--- src/design/gfb_apb.sv ---
// APB-style register port holding channels_in_use.
// Depends on nothing beyond the clock and reset.
module gfb_apb (
  input  logic        clk_i,
  input  logic        rst_ni,
  input  logic        psel,
  input  logic        penable,
  input  logic        pwrite,
  input  logic [1:0]  paddr,
  input  logic [31:0] pwdata,
  output logic [31:0] prdata,
  output logic        pready,
  output logic [6:0]  chan_cnt_o
);
  logic [6:0] chan_cnt_q;

  always_ff @(posedge clk_i or negedge rst_ni) begin
    if (!rst_ni) begin
      chan_cnt_q <= 7'd32;
    end else if (psel && penable && pwrite && (paddr == 2'd0)) begin
      chan_cnt_q <= pwdata[6:0];
    end
  end

  assign pready     = 1'b1;
  assign prdata     = {25'd0, chan_cnt_q};
  assign chan_cnt_o = chan_cnt_q;

endmodule

--- config.mk ---
export PLATFORM = sky130hd
export DESIGN_NAME = gfb_apb
export DESIGN_NICKNAME = d
export VERILOG_FILES = /design/src/design/gfb_apb.sv
export SDC_FILE = /design/constraint.sdc
export NUM_CORES = 1
export LEC_CHECK = 0
export BUFFER_PORTS_ARGS = -buffer_cell sky130_fd_sc_hd__buf_2
export CORE_MARGIN = 10
export CORE_UTILIZATION = 27
export CTS_BUF_LIST = sky130_fd_sc_hd__clkbuf_8
export CTS_CLUSTER_SIZE = 10
export DETAILED_ROUTE_END_ITERATION = 12
export PLACE_DENSITY_LB_ADDON = 0.25
export SYNTH_ARGS = -nofsm -noshare
export SYNTH_HDL_FRONTEND = slang
export SYNTH_SLANG_ARGS = --single-unit
--- constraint.sdc ---
create_clock -name clk_i -period 0.8 [get_ports clk_i]
set_input_delay 0.08 -clock clk_i [delete_from_list [all_inputs] [get_ports clk_i]]
set_output_delay 0.08 -clock clk_i [all_outputs]
set_load 0.1 [all_outputs]
# After elaboration in Yosys (flattened, before gate mapping)
# Index checks and enable logic that the tools add are counted.
totals:
  reg_bits: 7
  latch_bits: 0
  mem_bits_rw: 0
  mem_bits_ro: 0
  n_memories: 0
op_classes:
  magnitude_cmp: 0
  bitwise: 0
  eq_ne: 0
  multipliers: 0
  add_sub_neg: 0
  div: 0
  n_reduce_logical: 4
  n_mux: 0
  shifts: 0
op_table:
  columns: ["operator", "n"]
  rows:
  - ["$logic_and A1 B1 Y1", 3]
  - ["$logic_not A2 Y1", 1]

# Depth between registers and ports, before layout
logic_depth:
  ltp_word: 3
  mapped_depth: 3
  ltp_nobuf: 3

# Worst setup path before layout
# OpenSTA, ideal clock, no wires.
synth_path:
  path_kind: "reg2out"
  from: "register chan_cnt_q[0], in the netlist chan_cnt_o[0]"
  to: "output port prdata[0]"
  path_stages_with_launch: 2
  slack_ns: -0.616
  arrival_ns: 1.336
  n_path_buf: 1
  t_required_ns: 0.720
  path_cell_list: "dfrtp_1 -> buf_4"
synth_lines:
  columns: ["element", "line_no", "text"]
  rows:
  - ["start: declaration", "15", "logic [6:0] chan_cnt_q;"]
  - ["start signal: assignment", "21", "chan_cnt_q <= pwdata[6:0];"]
  - ["end: declaration", "11", "output logic [31:0] prdata,"]
# No word-level cell between the ends.

# Final worst setup path
layout_path:
  from: "register chan_cnt_q[5], in the netlist chan_cnt_o[5]"
  to: "output port prdata[5]"
# No word-level cell between the ends.

==> results.md <==
- Run status: finished with violations
- Failing checks: setup timing
- Power per standard cell area: 4100 mW/mm²
- Yosys warning count: 0
- Sequential area share after synthesis: around a third
- Vias in the first global route: ~450
- Wirelength, routed: 1430 µm
- Fmax: a little under 900 MHz
- GRT Overall Usage: between 6 and 7%
- Final #Nets: approximately 130
- Worst slack, placed: -0.216 ns
- Slew Limit Fails: 0
- Die H: about 65 µm
- Commonest cells after routing, fill and taps aside: 26 x conb_1, 18 x buf_12, 13 x buf_2
- R2r endpoint: chan_cnt_o[2]$_DFFE_PN0P_
- Area contributors post-synth: buf_4 46%, dfrtp_1 28%, mux2_2 15%
- Wirelength per Cell: 12.7 µm
- Clk pin slew, worst setup/hold paths: roughly 0.040 ns
- Total gr overflow: 0
- Synth top area share: 46.0%
- Post-Synthesis Cell Area: 538 µm²
- Layout cell share with drive strength beyond 1: 67.1%
- Initial Util: 28.0%
- Min-delay src: pwdata[1]
- Slowest-stage cell, CP: dfstp_4
- Initial antenna violation count: 0
- Net Sw Frac: 54.2%
- Number of cell rows: 16
- Critical path, cell by cell: buf_12
- Minimum clock period: 1.12 ns
- Overall Power: between 4 and 5 mW
- Clk sinks: 7
- Num CTS Buffers: 3
- Switching Power: around 2.3 mW
- Yosys cell types: 7
- Diodes inserted: 0
- Final Hold Viols: 0
- RD Place Congestion: approximately 0.55
- Worst setup path class: register to output pin
- IO Pins: slightly below 80
- Hold crit path type: input pin to register
- Pin count of the biggest net entering global routing: 8
- Fin worst setup slack: -0.322 ns
- Worst hold path endpoint: chan_cnt_o[1]$_DFFE_PN0P_
- First-pass GRT wire length: 2280 µm
- I/O Buffers: 27
- Largest area contributor in the netlist: buf_4
- Reg2Reg Depth: 2
- CTS tree: built
- DRC: 0
- Non-Filler Instances: ~110
- Combinational share of power: between 70 and 80%
- CP delay by family, top: flip-flops
- CTS root buf: clkbuf_8
- CP required: 0.72 ns
- Gate Count Post-Synth: 51
- Die width: about 65 µm
- Antenna Nets Post-Route: 0
- Clk pwr share: between 10% and 20%
- Commonest non-fill, non-tap cell in the layout: conb_1
- Insertion delay to the later sink of the worst-skew pair: about 0.22 ns
- Largest stage delay, worst path: 0.64 ns
- #FFs+latches synth: 7
- Reg2reg setup slack: -0.17 ns
- Placeable Area: between 0.0015 and 0.002 mm²
- R2r startpoint: chan_cnt_o[2]$_DFFE_PN0P_
- CP Max Fanout: 3
- Setup crit start kind: register
- Length of the first detailed-routing pass in iterations: 2
- Skew final: 0 ns
- Syn Area/Cell: 10.5 µm²
- Sequential group share of total power: about 15%
- CP endpoint kind: output pin
- Tcrit/Tclk final: 140%
- Flip-flop count of the largest register after layout: 7
- RSZ-0062 raised after global routing: yes
- Area grow syn2layout: 90.0%
- CTS H-tree lvls: 1
- Leak Pwr: approximately 0.52 nW
- Max cap viols: 0
- Int Pwr: around 1.9 mW
- Inst Count DP: 104
- WHS Path Cells: 2
- Final setup vio count: 21
- Maximum root-to-sink buffer count: 2
- Critical path arrival: about 1.0 ns
- Initial DRC count: 1
- Die area: around 0.0042 mm²
- Vias: between 300 and 400
- Hpwl dp: around 1300 µm
- VDD IR max: 0.00186 V
- Worst Path Buf+Inv: 1
- Vias per inst: 3.30
routing by layer:
metal / track usage, % / vias up / wire length [µm]
li1: - / 170 / -
met1: 6.54 / 169 / 525
met2: 12.1 / 29 / 747
met3: 3.95 / 2 / 146
met4: 3.21 / 0 / 7
met5: 0 / - / 0
worst register-to-register path, cell delays in order (launching register included):
cell,delay (ns)
dfrtp_4,0.49
buf_6,0.12
mux2_4,0.24
cells in the mapped netlist (all sizes together):
master	n
buf	33
conb	2
dfrtp	6
dfstp	1
mux2	7
nand4	1
nor2	1
layout make-up:
type,instances,area [µm²]
multi-input cells,35,226
fillers,178,900
clock inverters,1,3.75
repair buffers,39,514
flip-flops and latches,7,203
clock buffers,3,41.3
well taps,27,33.8
power groups by stage:
stage	combinational, mW	clock, mW	sequential (mW)
after floorplan	1.67	0	1.23
final	3.11	0.475	0.611
after detailed placement	3.01	0	0.604
after global routing	3.18	0.507	0.627
after global placement	3.00	0	0.602
after CTS	3.10	0.495	0.611
kinds of logic (layout without fill, tap and decap cells):
family	after synthesis	after routing	share of synthesized area [%]
multiplexers	7	7	14.7
AND/OR/NAND/NOR	2	2	5.12
other	2	26	1.40
buffers and inverters	33	43	46.0
flip-flops	7	7	32.8
what timing repair did:
| item | in CTS | in global routing |
|---|---|---|
| hold buffers | 1 | 0 |
| gates resized for setup | 6 | 1 |
| endpoints found under the hold margin | 7 | 0 |
| endpoints found under the setup margin | 21 | 21 |
| setup buffers | 2 | 1 |
| pin swaps | 0 | 0 |
worst max path at each step:
stage | endpoint | from | slack [ns] | cells past startpoint
after floorplan | prdata[5] | chan_cnt_o[5]$_DFFE_PN1P_ | -0.28 | 1
final | prdata[5] | chan_cnt_o[5]$_DFFE_PN1P_ | -0.32 | 1
after detailed placement | chan_cnt_o[0]$_DFFE_PN0P_ | paddr[1] | -0.22 | 4
after CTS | prdata[5] | chan_cnt_o[5]$_DFFE_PN1P_ | -0.33 | 1
after global placement | chan_cnt_o[1]$_DFFE_PN0P_ | paddr[1] | -0.19 | 4
after global routing | prdata[5] | chan_cnt_o[5]$_DFFE_PN1P_ | -0.34 | 1
through the flow:
stage	setup TNS [ns]	cell area, µm²	util [%]	hold slack [ns]
final	-4.66	1020	53.2	0.0879
after global routing	-5.05	1020	53.2	0.0891
after CTS	-4.69	1010	52.6	0.0818
after detailed placement	-2.08	918	47.8	-0.0761
after global placement	-1.88	918	47.8	-0.0837
after floorplan	-2.75	752	-	-0.216
No activity file was read; power rests on OpenSTA's default activity.
