### src/design/gfb_pkg.sv
// Gammatone filterbank package: payload structs, widths and saturation helpers.
// No dependencies.
package gfb_pkg;

  localparam int AccW = 56;

  typedef struct packed {
    logic              func;
    logic [5:0]        channel_number;
    logic [2:0]        coefficient_slot;
    logic signed [31:0] coefficient_word;
    logic signed [15:0] sample_value;
  } gfb_in_t;

  typedef struct packed {
    logic [5:0]         out_channel;
    logic signed [31:0] filtered_value;
    logic               last_channel;
  } gfb_out_t;

  localparam logic FUNC_COEFF  = 1'b0;
  localparam logic FUNC_SAMPLE = 1'b1;

  function automatic logic signed [31:0] sat32(input logic signed [AccW-1:0] v);
    logic signed [AccW-1:0] hi;
    logic signed [AccW-1:0] lo;
    hi = AccW'(64'sd2147483647);
    lo = AccW'(-64'sd2147483648);
    if (v > hi) return 32'sh7fffffff;
    else if (v < lo) return 32'sh80000000;
    else return v[31:0];
  endfunction

  function automatic logic signed [39:0] sat40(input logic signed [AccW-1:0] v);
    logic signed [AccW-1:0] hi;
    logic signed [AccW-1:0] lo;
    hi = AccW'(64'sd549755813887);
    lo = AccW'(-64'sd549755813888);
    if (v > hi) return 40'sh7fffffffff;
    else if (v < lo) return 40'sh8000000000;
    else return v[39:0];
  endfunction

endpackage

### src/design/gfb_mac.sv
// Shared multiplier: registered 32x32 product, rounded to the signal format.
// Depends on gfb_pkg.
module gfb_mac #(
  parameter int FracBits = 28
) (
  input  logic                            clk_i,
  input  logic signed [31:0]              a_i,
  input  logic signed [31:0]              b_i,
  output logic signed [gfb_pkg::AccW-1:0] rnd_o
);
  import gfb_pkg::*;

  logic signed [63:0] prod_q;
  logic signed [63:0] sum;
  logic signed [63:0] shifted;

  always_ff @(posedge clk_i) begin
    prod_q <= 64'(a_i) * 64'(b_i);
  end

  assign sum     = prod_q + (64'sd1 <<< (FracBits - 1));
  assign shifted = sum >>> FracBits;
  assign rnd_o   = shifted[AccW-1:0];

endmodule

### config.mk
export PLATFORM = sky130hd
export DESIGN_NAME = gfb_mac
export DESIGN_NICKNAME = d
export VERILOG_FILES = /design/src/design/gfb_pkg.sv /design/src/design/gfb_mac.sv
export SDC_FILE = /design/constraint.sdc
export NUM_CORES = 2
export LEC_CHECK = 0
export BUFFER_PORTS_ARGS = -buffer_cell sky130_fd_sc_hd__buf_2
export CAP_MARGIN = 20
export CORE_MARGIN = 2
export CORE_UTILIZATION = 60
export DETAILED_ROUTE_END_ITERATION = 7
export HOLD_SLACK_MARGIN = 0.12
export PLACE_DENSITY = 0.86
export SYNTH_ARGS = -nofsm -noshare
export SYNTH_HDL_FRONTEND = slang
export SYNTH_SLANG_ARGS = --single-unit
### constraint.sdc
create_clock -name clk_i -period 16.7 [get_ports clk_i]
set_input_delay 1.67 -clock clk_i [delete_from_list [all_inputs] [get_ports clk_i]]
set_output_delay 1.67 -clock clk_i [all_outputs]
set_load 0.1 [all_outputs]
# After elaboration in Yosys (flattened, before gate mapping)

Cells that the tools add are included.

Flip-flop bits (word level): 64
Bits in latches: 0
Bits in writable memories: 0
Memory bits (read-only): 0
Input bits: 65
Output and inout bits: 56
Word-level logic and storage cells: 3
Memories kept: 0

Add/subtract/negate cells: 1
Multiply operators: 1
Divide/modulo/power cells: 0
Order comparisons: 0
Equality and inequality tests: 0
Shifts and indexed selects: 0
Muxes and demuxes: 0
Bitwise gates (word level): 0
Reduce and logical (&&, ||, !) cells: 0

Operators with widths:

| kind                   | count |
|---|---|
| $add 64x29->64 const B | 1 |
| $mul 32x32->64         | 1 |

# Depth between registers and ports, before layout

Depth after elaboration: 1
Gate-level depth with buffers: 28

# Worst setup path after synthesis

Ideal clock, no wire load.

Path type: input -> register
From: input a_i[31]
To: register prod_q[62]
Data arrival time: 8.991 ns
Data required time: 16.636 ns
Slack: 7.645 ns
Stages on the path: 27
Path through: clkbuf_1 > nand2_1 > inv_1 > fa_1 > inv_1 > fa_1 > inv_1 > fa_1 > fa_1 > inv_1 > fa_1 > inv_1 > fa_1 > inv_1 > fa_1 > inv_1 > fa_1 > ha_1 > nand2_1 > o21ai_0 > nor4_1 > a21oi_1 > a41o_1 > o221a_2 > a41o_2 > or4_1 > nand4_1

Word-level cells in the longest chain between the ends: 1

Ends and longest elaborated chain:

| what                 | RTL line      | RTL |
|---|---|---|
| from (decl)          | gfb_mac.sv:7  | `input logic signed [31:0] a_i,` |
| $mul 32x32->64       | gfb_mac.sv:18 | `prod_q <= 64'(a_i) * 64'(b_i);` |
| to (signal assigned) | gfb_mac.sv:18 |  |
| to (decl)            | gfb_mac.sv:13 | `logic signed [63:0] prod_q;` |

Every way passes these cells.

# Worst setup path after layout

From: input b_i[2]
To: register prod_q[62]

Word-level cells in the longest chain between the ends: 1

Ends and longest elaborated chain:

| what           | RTL line      | RTL |
|---|---|---|
| from (decl)    | gfb_mac.sv:8  | `input logic signed [31:0] b_i,` |
| $mul 32x32->64 | gfb_mac.sv:18 |  |

Every way passes these cells.

==> results.toml <==
[timing]
fmax_mhz = 101.1
fin_crit_sh_pct = 59.22
hold_viol = 0
tightestPinTransition_ps = 918.1
rsz0062_at_grt = "no"
setup_viol = 0
period_minus_slack_ps = 9890
drv_slew = 0
maxSlewHeadroom_pct = 38.58
setup_tns_ps = 0

[routing]
dr.first_iter.drc_count = 1781
drt-pass1-iter-count = 5
wirelength_um = 95850
num_vias = 26180
routedWlPerCell_um = 20.91
ant_nets = 0
drc = 0
via_per_inst = 5.711

[min_path]
hold_path.class = "reg -> out"

[critical_path]
path_delay_family = "adder cells"
cp_data_arrival_time_ps = 10120
cp-start-kind = "primary input"
end_kind = "flop"
cpMostUsedCell = "fa_1"
cp_slowest_stage_delay_ps = 1070
crit_slowest_cell = "fa_1"
critPathBufInv = 6
crit_type = "in -> reg"
crit_fanout = 32
worstPathRequired_ps = 16930

[cts]
cts_hold_buf = 0
cts_sinks = 37
ctsResizeCount = 0
cts_tree = "built"
numCtsBuffers = 5
cts_buffer_depth = 2
post-cts-setup-buffers = 0
clkTransAtPathRegs_ps = 60
htreeDepth = 2
root_buffer = "clkbuf_16"

[synth]
synth-main-ff-cell = "dfxtp_1"
ys_async_sr_fraction_pct = 0
syn_area_um2 = 36710
seq_area_frac_synth_pct = 2.018
ys_types = 60
synth-edff-count = 0
syn_area_per_cell_um2 = 9.504
syn_inst = 3863
ys_ff_latch = 37
synth_warnings = 0
syn-num-nets = 5190

[layout]
nets = 5126
largest_reg_flops = 37
seqCellArea_um2 = 740.7
multiInputGateArea_um2 = 31560
top_register = "prod_q"
synthToLayoutAreaGrowth_pct = 2.866
post_route_cells_drive_above_1_share_pct = 4.368
fillCellCount = 4732
top_regs = "prod_q: 37 flops"

[grt]
grt_pass1_wl_um = 157800
grt_overflow = 0
grt_max_degree = 33
grtUsageTotal_pct = 32.35
grt_pass1_vias = 30560
antenna_found_initial = 7

[place]
gp_congestion = 0.9217
hpwl_um = 75340
io_buffers = 120

[die]
die_area_um2 = 63180
core_area_um2 = 60470
initial_core_util_pct = 60.71
rows = 90
die_y_um = 251.4
dieWidth_um = 251.4
io_pins = 121

[run_status]
status = "finished clean"

[job]
maxCapViolCount = 0
==> layout by cell type, fill, tap and decap left out, drive strengths merged, types with 4 or more instances in the layout <==
cell,netlist,layout
nand3,29,29
nand2b,7,7
a21o,30,30
buf,23,143
clkbuf,191,5
ha,181,181
fa,1081,1081
dfxtp,37,37
o21a,9,9
and4,5,5
and3,11,11
inv,940,940
nor2,55,55
nor3,10,10
a211oi,6,6
nand2,518,518
and2,511,511
or2,4,4
o21bai,6,6
xnor2,57,57
nand4,16,16
xor2,29,29
nor4,7,7
o21ai,21,21
a21oi,42,42
==> final timing paths <==
kind,startpoint,end,cells past startpoint
setup / recovery,b_i[2],prod_q[62],25
hold / removal,prod_q[35],rnd_o[7],2
==> tightest hold or removal path: cells and delay by family, from the launching register on <==
kind	cells	cell delay, ps
xor gates and xnor gates	1	70
buffers and inverters	1	280
DFF	1	340
==> stage by stage <==
step | cell area, µm² | worst slack [ps] | utilization (%) | cells | hold slack [ps]
finish | 37770 | 6810 | 62.45 | 4585 | 2636
global route | 37760 | 6339 | 62.44 | 4583 | 2662
CTS | 37760 | 6834 | 62.44 | 4582 | 2645
detailed placement | 37590 | 6496 | 62.16 | 4574 | 2340
global placement | 37590 | 6761 | 62.16 | 4574 | 2335
floorplan | 36710 | 7645 | - | 3863 | 2373
==> per-layer routing <==
| metal | GRT usage (%) | share of wire (%) | vias up |
|---|---|---|---|
| met5 | 0 | 0.050 | - |
| li1 | - | - | 10820 |
| met4 | 20.73 | 7.9 | 8 |
| met3 | 5.726 | 7.8 | 454 |
| met1 | 37.46 | 33 | 13620 |
| met2 | 55.78 | 51 | 1277 |
==> cells by family after synthesis <==
group	Yosys count	synth area share, %
and+or+nand+nor	1184	16.24
adders and majority gates	1262	65.11
xor gates and xnor gates	86	2.052
buffers and inverters	1155	12.01
AOI/OAI and AO/OA	139	2.563
DFF	37	2.018
==> area by class of cell <==
cell class                      instances  share of cell area [%]
Multi-Input combinational cell       2671                   83.57
Antenna cell                            3                 0.01988
Timing Repair Buffer                  143                   2.048
Inverter                              941                   9.353
Clock inverter                          3                  0.1226
Clock buffer                            5                  0.3313
Tap cell                              782                   2.591
Sequential cell                        37                   1.961
==> cells in the mapped netlist, drive strengths merged, types with 2 or more instances <==
cell type  number  share of area (%)
clkbuf        191                2.0
or3             2              0.034
nand2b          7               0.12
nor2b           3              0.051
a41o            2              0.058
and3           11               0.19
ha            181                6.2
a211oi          6               0.14
o21bai          6               0.12
o211ai          3              0.061
o31ai           2              0.041
nor4            7               0.14
nand2         518                5.3
and2          511                8.7
nand3          29               0.40
a21o           30               0.62
nor3           10               0.14
o2111ai         2              0.048
o21ai          21               0.29
a31oi           3              0.051
nor2           55               0.56
xnor2          57                1.4
a221oi          3              0.089
o21a            9               0.18
or4             2              0.041
or2             4              0.068
fa           1081                 59
dfxtp          37                2.0
nand4          16               0.29
a21oi          42               0.58
buf            23               0.44
xor2           29               0.69
inv           940                9.6
and4            5               0.12
Power is left out: the tool's default activity adds up to more than one toggle a clock period on the data nets, which glitch-free logic cannot reach.
